`src/rtl/linear_recurrence_matrix_power_defines.svh`:
```
// assertion macros for the recurrence block
`ifndef LINEAR_RECURRENCE_MATRIX_POWER_DEFINES_SVH
`define LINEAR_RECURRENCE_MATRIX_POWER_DEFINES_SVH

`ifndef SYNTH
`define LRMP_ASSERT_IMP(lbl, ante, cons) \
    lbl: assert property (@(posedge clk) disable iff (!rst_n) (ante) |-> (cons)) \
        else $error("lrmp check failed");
`define LRMP_ASSERT_NEXT(lbl, ante, cons) \
    lbl: assert property (@(posedge clk) disable iff (!rst_n) (ante) |=> (cons)) \
        else $error("lrmp check failed");
`else
`define LRMP_ASSERT_IMP(lbl, ante, cons)
`define LRMP_ASSERT_NEXT(lbl, ante, cons)
`endif

`endif

```
`src/rtl/lrmp_pkg.sv`:
```
`default_nettype none

package lrmp_pkg;

    localparam int OP_W           = 16;
    localparam int VALUE_W        = 14;
    localparam int INDEX_W        = 32;
    localparam int DEF_MODULUS    = 10007;
    localparam int DEF_INDEX_BITS = 32;

    // matrix store address: bank, row, column
    localparam int BANK_W    = 2;
    localparam int DIM_W     = 2;
    localparam int ADDR_W    = BANK_W + 2 * DIM_W;
    localparam int MEM_DEPTH = 3 * (1 << (2 * DIM_W));

    typedef enum logic [3:0] {
        ST_IDLE,
        ST_RED_ISSUE,
        ST_RED_DRAIN,
        ST_INIT,
        ST_STEP,
        ST_MUL_ISSUE,
        ST_MUL_DRAIN,
        ST_SQR_ISSUE,
        ST_SQR_DRAIN,
        ST_FIN_ISSUE,
        ST_FIN_DRAIN,
        ST_EMIT
    } state_t;

    typedef enum logic [2:0] {
        DST_MEM,
        DST_A,
        DST_B,
        DST_C,
        DST_RES
    } dst_t;

    typedef struct packed {
        logic              first;
        logic              last;
        dst_t              dst;
        logic [ADDR_W-1:0] waddr;
    } tag_t;

endpackage

`default_nettype wire

```
`src/rtl/linear_recurrence_matrix_power.sv`:
```
`default_nettype none
`include "linear_recurrence_matrix_power_defines.svh"

// channel  | direction | handshake            | payload
// ---------+-----------+----------------------+------------------------------------
// in       | input     | in_valid / in_ready  | term_index, coef_a, coef_b, coef_c
// out      | output    | out_valid / out_ready| term_value
//
// one item at a time; an index of 2 or less skips setup and products and gives a result of 0
// otherwise coefficient reduction and matrix setup, then per bit of n-2 one or two 4x4
// products (64 multiplies each, then a pipe drain), all through the single
// multiply-reduce pipe, which takes one multiply per cycle
// a finished result waits in the output register; a new item is taken meanwhile
// asynchronous reset clears the sequencer, pipe valids and the output valid

module linear_recurrence_matrix_power
    import lrmp_pkg::*;
#(
    parameter int MODULUS    = DEF_MODULUS,
    parameter int INDEX_BITS = DEF_INDEX_BITS
)(
    input  logic               clk,
    input  logic               rst_n,
    input  logic               in_valid,
    output logic               in_ready,
    input  logic [INDEX_W-1:0] term_index,
    input  logic [OP_W-1:0]    coef_a,
    input  logic [OP_W-1:0]    coef_b,
    input  logic [OP_W-1:0]    coef_c,
    output logic               out_valid,
    input  logic               out_ready,
    output logic [VALUE_W-1:0] term_value
);

    localparam int RES_W = (MODULUS > 2) ? $clog2(MODULUS) : 1;
    localparam int PW    = (2 * RES_W > OP_W) ? 2 * RES_W : OP_W;
    localparam int EXP_W = (INDEX_BITS < INDEX_W) ? INDEX_BITS : INDEX_W;

    localparam logic [63:0]      BAR_FULL = (64'd1 << PW) / 64'(MODULUS);
    localparam logic [PW-1:0]    BAR_M    = BAR_FULL[PW-1:0];
    localparam logic [PW-1:0]    MOD_PW   = PW'(MODULUS);
    localparam logic [RES_W:0]   MOD_R1   = (RES_W + 1)'(MODULUS);
    localparam logic [RES_W-1:0] ONE_RES  = RES_W'(1);

    state_t state_reg, state_next;

    logic [EXP_W-1:0]  p_reg, p_next;
    logic [5:0]        cnt_reg, cnt_next;
    logic [BANK_W-1:0] acc_bank_reg, acc_bank_next;
    logic [BANK_W-1:0] base_bank_reg, base_bank_next;
    logic [BANK_W-1:0] free_bank_reg, free_bank_next;
    logic              out_valid_reg, out_valid_next;
    logic [VALUE_W-1:0] out_value_reg;

    logic [OP_W-1:0]  raw_a_reg, raw_b_reg, raw_c_reg;
    logic [RES_W-1:0] red_a_reg, red_b_reg, red_c_reg;
    logic [RES_W-1:0] res_reg;
    logic [RES_W-1:0] sum_reg;

    logic [RES_W-1:0] mem [0:MEM_DEPTH-1];

    // pipe stages
    logic             s1_v_reg, s2_v_reg, s3_v_reg, s4_v_reg;
    tag_t             s1_tag_reg, s2_tag_reg, s3_tag_reg, s4_tag_reg;
    logic             s1_xmem_reg, s1_ymem_reg;
    logic [OP_W-1:0]  s1_xi_reg, s1_yi_reg;
    logic [RES_W-1:0] rd_a_reg, rd_b_reg;
    logic [PW-1:0]    s2_prod_reg, s3_prod_reg, s3_q_reg;
    logic [RES_W:0]   s4_t_reg;

    // sequencer outputs
    logic              issue_v;
    tag_t              issue_tag;
    logic              issue_xmem, issue_ymem;
    logic [OP_W-1:0]   issue_xi, issue_yi;
    logic [ADDR_W-1:0] rd_addr_a, rd_addr_b;
    logic              init_we;
    logic [ADDR_W-1:0] init_addr;
    logic [RES_W-1:0]  init_data;

    logic [EXP_W-1:0]  n_idx;
    logic              small_idx;
    logic              in_xfer;
    logic              pipe_busy;
    logic              out_load;

    logic [OP_W-1:0]     x_op, y_op;
    logic [2*OP_W-1:0]   prod_full;
    logic [2*PW-1:0]     q_full;
    logic [2*PW-1:0]     qm_full;
    logic [PW-1:0]       diff;
    logic [RES_W:0]      r_wide;
    logic [RES_W-1:0]    r5;
    logic [RES_W:0]      sum_wide;
    logic [RES_W:0]      sum_red;
    logic [RES_W-1:0]    sum_val;
    logic                pipe_we;
    logic                mem_we;
    logic [ADDR_W-1:0]   mem_waddr;
    logic [RES_W-1:0]    mem_wdata;
    logic [RES_W+VALUE_W-1:0] res_ext;

    assign n_idx     = term_index[EXP_W-1:0];
    assign small_idx = (n_idx <= EXP_W'(2));
    assign in_ready  = (state_reg == ST_IDLE);
    assign in_xfer   = in_valid && in_ready;
    assign pipe_busy = s1_v_reg || s2_v_reg || s3_v_reg || s4_v_reg;
    assign out_valid = out_valid_reg;
    assign term_value = out_value_reg;
    assign out_load  = (state_reg == ST_EMIT) && (!out_valid_reg || out_ready);
    assign res_ext   = {{VALUE_W{1'b0}}, res_reg};

    // next state
    always_comb
    begin
        state_next = state_reg;
        case (state_reg)
            ST_IDLE:
            begin
                if (in_valid)
                begin
                    state_next = small_idx ? ST_EMIT : ST_RED_ISSUE;
                end
            end
            ST_RED_ISSUE:
            begin
                if (cnt_reg == 6'd2)
                begin
                    state_next = ST_RED_DRAIN;
                end
            end
            ST_RED_DRAIN:
            begin
                if (!pipe_busy)
                begin
                    state_next = ST_INIT;
                end
            end
            ST_INIT:
            begin
                if (cnt_reg == 6'd31)
                begin
                    state_next = ST_STEP;
                end
            end
            ST_STEP:
            begin
                if (p_reg == '0)
                begin
                    state_next = ST_FIN_ISSUE;
                end
                else if (p_reg[0])
                begin
                    state_next = ST_MUL_ISSUE;
                end
                else
                begin
                    state_next = ST_SQR_ISSUE;
                end
            end
            ST_MUL_ISSUE:
            begin
                if (cnt_reg == 6'd63)
                begin
                    state_next = ST_MUL_DRAIN;
                end
            end
            ST_MUL_DRAIN:
            begin
                if (!pipe_busy)
                begin
                    state_next = ((p_reg >> 1) == '0) ? ST_FIN_ISSUE : ST_SQR_ISSUE;
                end
            end
            ST_SQR_ISSUE:
            begin
                if (cnt_reg == 6'd63)
                begin
                    state_next = ST_SQR_DRAIN;
                end
            end
            ST_SQR_DRAIN:
            begin
                if (!pipe_busy)
                begin
                    state_next = ST_STEP;
                end
            end
            ST_FIN_ISSUE:
            begin
                state_next = ST_FIN_DRAIN;
            end
            ST_FIN_DRAIN:
            begin
                if (!pipe_busy)
                begin
                    state_next = ST_EMIT;
                end
            end
            ST_EMIT:
            begin
                if (!out_valid_reg || out_ready)
                begin
                    state_next = ST_IDLE;
                end
            end
            default:
            begin
                state_next = ST_IDLE;
            end
        endcase
    end

    // sequencer outputs
    always_comb
    begin
        issue_v    = 1'b0;
        issue_tag  = '{first: 1'b0, last: 1'b0, dst: DST_MEM, waddr: '0};
        issue_xmem = 1'b0;
        issue_ymem = 1'b0;
        issue_xi   = '0;
        issue_yi   = '0;
        rd_addr_a  = '0;
        rd_addr_b  = '0;
        init_we    = 1'b0;
        init_addr  = '0;
        init_data  = '0;
        case (state_reg)
            ST_RED_ISSUE:
            begin
                issue_v         = 1'b1;
                issue_yi        = OP_W'(1);
                issue_tag.first = 1'b1;
                issue_tag.last  = 1'b1;
                case (cnt_reg[1:0])
                    2'd0:
                    begin
                        issue_xi      = raw_a_reg;
                        issue_tag.dst = DST_A;
                    end
                    2'd1:
                    begin
                        issue_xi      = raw_b_reg;
                        issue_tag.dst = DST_B;
                    end
                    default:
                    begin
                        issue_xi      = raw_c_reg;
                        issue_tag.dst = DST_C;
                    end
                endcase
            end
            ST_INIT:
            begin
                init_we   = 1'b1;
                init_addr = {(cnt_reg[4] ? base_bank_reg : acc_bank_reg), cnt_reg[3:0]};
                if (!cnt_reg[4])
                begin
                    init_data = (cnt_reg[3:2] == cnt_reg[1:0]) ? ONE_RES : '0;
                end
                else
                begin
                    case (cnt_reg[3:0])
                        4'b0000: init_data = red_a_reg;
                        4'b0010: init_data = red_b_reg;
                        4'b0011: init_data = ONE_RES;
                        4'b0100: init_data = ONE_RES;
                        4'b1001: init_data = ONE_RES;
                        4'b1111: init_data = ONE_RES;
                        default: init_data = '0;
                    endcase
                end
            end
            ST_MUL_ISSUE, ST_SQR_ISSUE:
            begin
                issue_v         = 1'b1;
                issue_xmem      = 1'b1;
                issue_ymem      = 1'b1;
                rd_addr_a       = {((state_reg == ST_MUL_ISSUE) ? acc_bank_reg : base_bank_reg),
                                   cnt_reg[5:4], cnt_reg[1:0]};
                rd_addr_b       = {base_bank_reg, cnt_reg[1:0], cnt_reg[3:2]};
                issue_tag.first = (cnt_reg[1:0] == 2'd0);
                issue_tag.last  = (cnt_reg[1:0] == 2'd3);
                issue_tag.dst   = DST_MEM;
                issue_tag.waddr = {free_bank_reg, cnt_reg[5:4], cnt_reg[3:2]};
            end
            ST_FIN_ISSUE:
            begin
                issue_v         = 1'b1;
                issue_xmem      = 1'b1;
                rd_addr_a       = {acc_bank_reg, 2'd0, 2'd3};
                issue_yi        = OP_W'(red_c_reg);
                issue_tag.first = 1'b1;
                issue_tag.last  = 1'b1;
                issue_tag.dst   = DST_RES;
            end
            default:
            begin
            end
        endcase
    end

    // counters, exponent, bank roles, output valid
    always_comb
    begin
        cnt_next       = '0;
        p_next         = p_reg;
        acc_bank_next  = acc_bank_reg;
        base_bank_next = base_bank_reg;
        free_bank_next = free_bank_reg;
        case (state_reg)
            ST_IDLE:
            begin
                if (in_valid)
                begin
                    p_next         = n_idx - EXP_W'(2);
                    acc_bank_next  = BANK_W'(0);
                    base_bank_next = BANK_W'(1);
                    free_bank_next = BANK_W'(2);
                end
            end
            ST_RED_ISSUE, ST_INIT, ST_MUL_ISSUE, ST_SQR_ISSUE:
            begin
                cnt_next = cnt_reg + 6'd1;
            end
            ST_MUL_DRAIN:
            begin
                if (!pipe_busy)
                begin
                    acc_bank_next  = free_bank_reg;
                    free_bank_next = acc_bank_reg;
                end
            end
            ST_SQR_DRAIN:
            begin
                if (!pipe_busy)
                begin
                    base_bank_next = free_bank_reg;
                    free_bank_next = base_bank_reg;
                    p_next         = p_reg >> 1;
                end
            end
            default:
            begin
            end
        endcase
        if (out_load)
        begin
            out_valid_next = 1'b1;
        end
        else if (out_ready)
        begin
            out_valid_next = 1'b0;
        end
        else
        begin
            out_valid_next = out_valid_reg;
        end
    end

    always_ff @(posedge clk or negedge rst_n)
    begin
        if (!rst_n)
        begin
            state_reg     <= ST_IDLE;
            p_reg         <= '0;
            cnt_reg       <= '0;
            acc_bank_reg  <= BANK_W'(0);
            base_bank_reg <= BANK_W'(1);
            free_bank_reg <= BANK_W'(2);
            out_valid_reg <= 1'b0;
            s1_v_reg      <= 1'b0;
            s2_v_reg      <= 1'b0;
            s3_v_reg      <= 1'b0;
            s4_v_reg      <= 1'b0;
        end
        else
        begin
            state_reg     <= state_next;
            p_reg         <= p_next;
            cnt_reg       <= cnt_next;
            acc_bank_reg  <= acc_bank_next;
            base_bank_reg <= base_bank_next;
            free_bank_reg <= free_bank_next;
            out_valid_reg <= out_valid_next;
            s1_v_reg      <= issue_v;
            s2_v_reg      <= s1_v_reg;
            s3_v_reg      <= s2_v_reg;
            s4_v_reg      <= s3_v_reg;
        end
    end

    // multiply-reduce pipe: product, reciprocal estimate, remainder, fold and sum
    assign x_op      = s1_xmem_reg ? OP_W'(rd_a_reg) : s1_xi_reg;
    assign y_op      = s1_ymem_reg ? OP_W'(rd_b_reg) : s1_yi_reg;
    assign prod_full = x_op * y_op;
    assign q_full    = s2_prod_reg * BAR_M;
    assign qm_full   = s3_q_reg * MOD_PW;
    assign diff      = s3_prod_reg - qm_full[PW-1:0];

    assign r_wide   = (s4_t_reg >= MOD_R1) ? (s4_t_reg - MOD_R1) : s4_t_reg;
    assign r5       = r_wide[RES_W-1:0];
    assign sum_wide = s4_tag_reg.first ? {1'b0, r5} : ({1'b0, sum_reg} + {1'b0, r5});
    assign sum_red  = (sum_wide >= MOD_R1) ? (sum_wide - MOD_R1) : sum_wide;
    assign sum_val  = sum_red[RES_W-1:0];

    assign pipe_we   = s4_v_reg && s4_tag_reg.last && (s4_tag_reg.dst == DST_MEM);
    assign mem_we    = init_we || pipe_we;
    assign mem_waddr = init_we ? init_addr : s4_tag_reg.waddr;
    assign mem_wdata = init_we ? init_data : sum_val;

    always_ff @(posedge clk)
    begin
        rd_a_reg <= mem[rd_addr_a];
        rd_b_reg <= mem[rd_addr_b];
        if (mem_we)
        begin
            mem[mem_waddr] <= mem_wdata;
        end
    end

    always_ff @(posedge clk)
    begin
        s1_tag_reg  <= issue_tag;
        s1_xmem_reg <= issue_xmem;
        s1_ymem_reg <= issue_ymem;
        s1_xi_reg   <= issue_xi;
        s1_yi_reg   <= issue_yi;
        s2_tag_reg  <= s1_tag_reg;
        s2_prod_reg <= prod_full[PW-1:0];
        s3_tag_reg  <= s2_tag_reg;
        s3_prod_reg <= s2_prod_reg;
        s3_q_reg    <= q_full[2*PW-1:PW];
        s4_tag_reg  <= s3_tag_reg;
        s4_t_reg    <= diff[RES_W:0];
        if (s4_v_reg)
        begin
            sum_reg <= sum_val;
        end
        if (in_xfer)
        begin
            raw_a_reg <= coef_a;
            raw_b_reg <= coef_b;
            raw_c_reg <= coef_c;
        end
        if (in_xfer && small_idx)
        begin
            res_reg <= '0;
        end
        else if (s4_v_reg && s4_tag_reg.last && (s4_tag_reg.dst == DST_RES))
        begin
            res_reg <= sum_val;
        end
        if (s4_v_reg && s4_tag_reg.last)
        begin
            case (s4_tag_reg.dst)
                DST_A:   red_a_reg <= sum_val;
                DST_B:   red_b_reg <= sum_val;
                DST_C:   red_c_reg <= sum_val;
                default:
                begin
                end
            endcase
        end
        if (out_load)
        begin
            out_value_reg <= res_ext[VALUE_W-1:0];
        end
    end

    // checks
    `LRMP_ASSERT_IMP(a_store_in_range, mem_we, mem_wdata < RES_W'(MODULUS))
    `LRMP_ASSERT_IMP(a_banks_apart, 1'b1, (acc_bank_reg != base_bank_reg) && (acc_bank_reg != free_bank_reg) && (base_bank_reg != free_bank_reg))
    `LRMP_ASSERT_IMP(a_pipe_drained, (state_reg == ST_INIT) || (state_reg == ST_STEP), !pipe_busy)
    `LRMP_ASSERT_NEXT(a_out_loaded, out_load, out_valid && (term_value == $past(res_ext[VALUE_W-1:0])))

endmodule

`default_nettype wire
```
`config.mk`:
```
export PLATFORM = sky130hd
export DESIGN_NAME = linear_recurrence_matrix_power
export DESIGN_NICKNAME = d
export VERILOG_FILES = /design/src/rtl/lrmp_pkg.sv /design/src/rtl/linear_recurrence_matrix_power.sv
export VERILOG_INCLUDE_DIRS = /design/src /design/src/rtl
export SDC_FILE = /design/constraint.sdc
export NUM_CORES = 2
export LEC_CHECK = 0
export BUFFER_PORTS_ARGS = -buffer_cell sky130_fd_sc_hd__buf_2
export CELL_PAD_IN_SITES_DETAIL_PLACEMENT = 2
export CELL_PAD_IN_SITES_GLOBAL_PLACEMENT = 2
export CORE_MARGIN = 5
export CORE_UTILIZATION = 47
export DETAILED_ROUTE_END_ITERATION = 8
export PLACE_DENSITY_LB_ADDON = 0.05
export SLEW_MARGIN = 0
export SYNTH_ARGS = -nofsm -noshare
export SYNTH_HDL_FRONTEND = slang
export SYNTH_SLANG_ARGS = --single-unit
```
`constraint.sdc`:
```
create_clock -name clk -period 14.3 [get_ports clk]
set_input_delay 2.145 -clock clk [delete_from_list [all_inputs] [get_ports clk]]
set_output_delay 2.145 -clock clk [all_outputs]
set_load 0.02 [all_outputs]
```
**Word level (Yosys, flattened, before mapping)**

Memory sizes are Yosys's and may differ from the RTL's. A register that Yosys moved wholly into a read port is not among the register bits.
Cells that the tools add are included.
W data, S select, Z words.

- Add/sub/neg operators: 6
- Multiply operators: 3
- Divide/modulo/power cells: 0
- Magnitude comparators: 3
- Eq/ne operators: 36
- Shift operators: 0
- Muxes and demuxes: 56
- Bitwise gates (word level): 0
- Reduce and logical (&&, ||, !) cells: 34

Operator list:

| kind | number |
|---|---|
| $mux W14 | 5 |
| $logic_not A32 Y1 | 2 |
| $mux W32 | 2 |
| $pmux W32 S2 | 1 |
| $mux W4 | 13 |
| $pmux W4 S12 | 1 |
| $pmux W14 S3 | 1 |
| $mul A28 B12 Y40 const B | 1 |
| $le A32 B2 Y1 const B | 1 |
| $mux W16 | 2 |
| $pmux W16 S2 | 1 |
| $sub A32 B2 Y32 const B | 1 |
| $ge A15 B14 Y1 const B | 2 |
| $mul A16 B16 Y28 | 1 |
| $pmux W14 S2 | 1 |
| $sub A14 B14 Y14 const B | 2 |
| $eq A4 B4 Y1 const B | 6 |
| $mux W6 | 4 |
| $eq A4 B3 Y1 const B | 5 |
| $mux W2 | 9 |
| $ne A2 B2 Y1 const B | 9 |
| $eq A4 B2 Y1 const B | 4 |
| $add A14 B14 Y15 | 1 |
| $mul A15 B14 Y15 const B | 1 |
| 34 further kinds | 62 |

- Flip-flop bits (word level): 336
- Bits in latches: 0
- RAM bits: 672
- ROM bits: 0
- Bits of input ports: 84
- Output and inout bits: 16
- Logic and storage cells: 183
- Memories kept: 1

Memories:

| memory | words | bits a word | rd ports | clocked after memory_dff | write ports | line | RTL |
|---|---|---|---|---|---|---|---|
| mem | 48 | 14 | 2 | 2 | 1 | linear_recurrence_matrix_power.sv:60 | `logic [RES_W-1:0] mem [0:MEM_DEPTH-1];` |

**Logic depth before layout (Yosys ltp)**

- Depth in word-level cells: 7
- Depth in mapped cells: 28
- Gate-level depth less buffers: 25

**Least setup slack after synthesis**

Ideal clock, no wire load.

- Path type: register -> register
- Start point: reg s1_ymem_reg
- End point: reg s2_prod_reg[27]
- Library setup time: 0.134 ns
- Data arrival time: 7.324 ns
- Required time: 14.166 ns
- Path slack: 6.842 ns
- Stages on the path, launching flop included: 27
- Buffers on the path: 3
- Clock period less this slack: 7.458 ns
- Cells stage by stage: dfxtp_1 > clkbuf_1 > buf_1 > mux2i_1 > clkbuf_1 > nor2_1 > fa_1 > inv_1 > fa_1 > inv_1 > fa_1 > fa_1 > fa_1 > inv_1 > fa_1 > inv_1 > ha_1 > a21o_1 > a21o_1 > a221o_1 > nor3_1 > o21ai_0 > a31oi_1 > o21ai_0 > a2111o_1 > a2111oi_0 > nor4bb_1

- Longest elaborated chain between the ends: 2

Ends and longest elaborated chain:

| item | line | RTL |
|---|---|---|
| from (decl) | linear_recurrence_matrix_power.sv:65 | `logic s1_xmem_reg, s1_ymem_reg;` |
| from (signal assigned) | linear_recurrence_matrix_power.sv:426 | `s1_ymem_reg <= issue_ymem;` |
| $mux W16 | linear_recurrence_matrix_power.sv:395 | `assign y_op = s1_ymem_reg ? OP_W'(rd_b_reg) : s1_yi_reg;` |
| $mul A16 B16 Y28 | linear_recurrence_matrix_power.sv:396 | `assign prod_full = x_op * y_op;` |
| named net prod_full[27] | linear_recurrence_matrix_power.sv:88 | `logic [2*OP_W-1:0] prod_full;` |
| to (signal assigned) | linear_recurrence_matrix_power.sv:430 | `s2_prod_reg <= prod_full[PW-1:0];` |
| to (decl) | linear_recurrence_matrix_power.sv:68 | `logic [PW-1:0] s2_prod_reg, s3_prod_reg, s3_q_reg;` |

The timed path passes the listed nets, and every way through them passes these cells.
A chain may end at the register's enable or synchronous reset.

**Final worst setup path**

- Start point: reg s1_xmem_reg
- End point: reg s2_prod_reg[27]

- Longest elaborated chain between the ends: 2

Ends and longest elaborated chain:

| item | line | RTL |
|---|---|---|
| from (decl) | linear_recurrence_matrix_power.sv:65 |  |
| from (signal assigned) | linear_recurrence_matrix_power.sv:425 | `s1_xmem_reg <= issue_xmem;` |
| $mux W16 | linear_recurrence_matrix_power.sv:394 | `assign x_op = s1_xmem_reg ? OP_W'(rd_a_reg) : s1_xi_reg;` |
| $mul A16 B16 Y28 | linear_recurrence_matrix_power.sv:396 |  |
| named net prod_full[27] | linear_recurrence_matrix_power.sv:88 |  |

The timed path passes the listed nets, and every way through them passes these cells.

==> metrics <==
status=finished, final reports clean; vias=between 40000 and 50000; leading area contributor after synthesis=edfxtp_1; largest net degree at the start of global routing=113; syn_nets=6379; CP startpoint kind=register; R2R setup slack=6.32 ns; Sink Count=around 1000; Cells after Synth=5676; Async SR Flop Fraction=0.0513; top cell type's share of synthesized area=0.386; crit-path max FO=31; max reg flops=672; Final ANT Viol Nets=0; FMAX=0.125 GHz; drt first pass iters=6; CTS Hold Bufs=0; flops & latches, synth=between 1000 and 1500; Worst setup EP type=register; grt ovf=0; num rows=132; # IOs=100; max cap viols=0; ranking of synthesized cells by area=edfxtp_1, fa_1, ha_1, dfxtp_1, nand2_1; worst path arrival time=8.57 ns; DRC Markers=0; Layout Area Growth over Synthesis=11.0%; hpwl dp=166 mm; WP data required=14.89 ns; sequential share of the synthesized area=0.470; Setup Fix Bufs, Post-CTS=0; post-synthesis average cell area=10.8 sq um; wire per inst=31.9 microns; gpl congestion=just under 0.9; final-report hold violation count=0; Die Span X=372 microns; Clock Skew=0.0661 ns; RSZ-0062 raised after global routing=false; Mapped Area=0.0614 sq mm; number of synthesis warnings=0; Final nets=6427; final wirelength=241 mm; layout cells sized above 1=0.104; Commonest cells post-synth=nand2_1, edfxtp_1, inv_1, nor2_1, ha_1; Fillers=12731; CTS Buf Count=approximately 110; first-pass GRT wire length=between 300 and 400 mm; Hold Path Class=reg -> reg; critical path class=reg -> reg; CTS root buf=clkbuf_16; Final min period=7.98 ns; GRT Total Usage=0.346; Clock transition at path regs=0.06 ns; Slew HR=0.112; area of the die=0.138 sq mm; Longest Clk Path Bufs=3; DR WL met2=121 mm; met3 WL=14.5 mm; Initial Util=0.474; initial detailed-routing violation count=4344; antenna violations before repair=12; Core Box Area=0.130 sq mm; Worst Tran Pin Value=1.32 ns; Final Max Slew Viols=0; H-tree level count=3; ys flop type=edfxtp_1; setup TNS=0 ns; post_cts resized=0; Port Buf Inserts=99; Post-synth EDFFs=790; post-synth cell types=84; endpoints failing setup=0; CTS tree=yes; vias in the first global route=about 53000; dpl ws=6.41 ns; final worst slack=6.32 ns; Vias/cell=approximately 6.3; highest routed metal layer=met5; M1 WL=around 94 mm; Clock Latency Late Sink=0.76 ns; Die H=372 microns; Tcrit/Tclk final=0.558; top-count cell post-synth=nand2_1
cells in the final DEF, fill, tap and decap left out, types with 23 or more instances in the layout:
master / n
buf_2: 99
o211ai_1: 50
edfxtp_1: 790
mux2_2: 74
nor4_1: 25
nand3_1: 236
xnor2_1: 99
ha_1: 317
o21ai_0: 148
mux4_2: 44
o22ai_1: 63
nor3_1: 40
a21oi_1: 184
o2111ai_1: 28
and3_1: 66
buf_4: 144
fa_1: 302
a211oi_1: 46
clkbuf_16: 113
a22oi_1: 32
nand2b_1: 28
nand4_1: 50
xor2_1: 35
and2_1: 38
a311oi_1: 111
dfxtp_1: 191
dfrtp_1: 49
clkbuf_1: 36
nor2_1: 320
a31oi_1: 76
a21o_1: 23
inv_1: 501
nand2_1: 901
mux2i_1: 277
metrics by stage:
stage | util | area [sq um] | cells | hold WS (ns)
CTS | 0.526 | 68200 | 7565 | 0.320
global route | 0.526 | 68200 | 7565 | 0.316
global placement | 0.497 | 64500 | 7352 | 0.310
finish | 0.526 | 68200 | 7570 | 0.317
detailed placement | 0.497 | 64500 | 7352 | 0.313
floorplan | - | 61400 | 5676 | 0.310
cell type report:
cell class / instances / area, sq um / share of cell area
Antenna cell: 5 / 12.5 / 0.000183
Clock buffer: 158 / 3090 / 0.0452
Clock inverter: 55 / 641 / 0.00939
Inverter: 506 / 1910 / 0.0279
Multi-Input combinational cell: 3824 / 29900 / 0.438
Sequential cell: 1034 / 28900 / 0.423
Tap cell: 1742 / 2180 / 0.0319
Timing Repair Buffer: 246 / 1640 / 0.0240
worst max-delay path: stages, from the launching register on:
cell	delay [ns]
dfxtp_1	0.32
buf_4	0.39
mux2i_1	0.90
nor2_1	0.20
fa_1	0.60
ha_1	0.16
inv_1	0.05
fa_1	0.41
fa_1	0.54
inv_1	0.08
fa_1	0.53
inv_1	0.05
fa_1	0.48
inv_1	0.04
ha_1	0.21
a21o_1	0.20
a21o_1	0.18
a221o_1	0.39
nor3_1	0.32
o21ai_0	0.21
a31oi_1	0.33
o21ai_0	0.22
a2111o_1	0.51
a2111oi_0	0.42
nor4bb_1	0.10
layer usage:
layer	track usage	vias up
li1	-	20219
met1	0.432	25093
met2	0.606	1867
met3	0.0485	540
met4	0.144	4
met5	0	-
worst paths after layout:
check	cells after the start	end	from
worst max-delay path	24	s2_prod_reg[27]	s1_xmem_reg
worst min-delay path	0	s3_tag_reg[0]	s2_tag_reg[0]
worst max register to register	24	s2_prod_reg[27]	s1_xmem_reg
worst min register to register	0	s3_tag_reg[0]	s2_tag_reg[0]
max in group asynchronous	2	cnt_reg[3]	rst_n
min in group asynchronous	2	p_reg[2]	rst_n
cell families after synthesis:
group,Yosys count,synth area share
adder cells (fa/ha/maj),619,0.163
XOR/XNOR,134,0.0191
flip-flops,1034,0.470
AND/OR/NAND/NOR,1812,0.130
AO/OA/AOI/OAI,864,0.0936
multiplexers,395,0.0748
buffers and inverters,818,0.0501
Power is left out: the tool's default activity adds up to more than one toggle a clock period on the data nets, which glitch-free logic cannot reach.
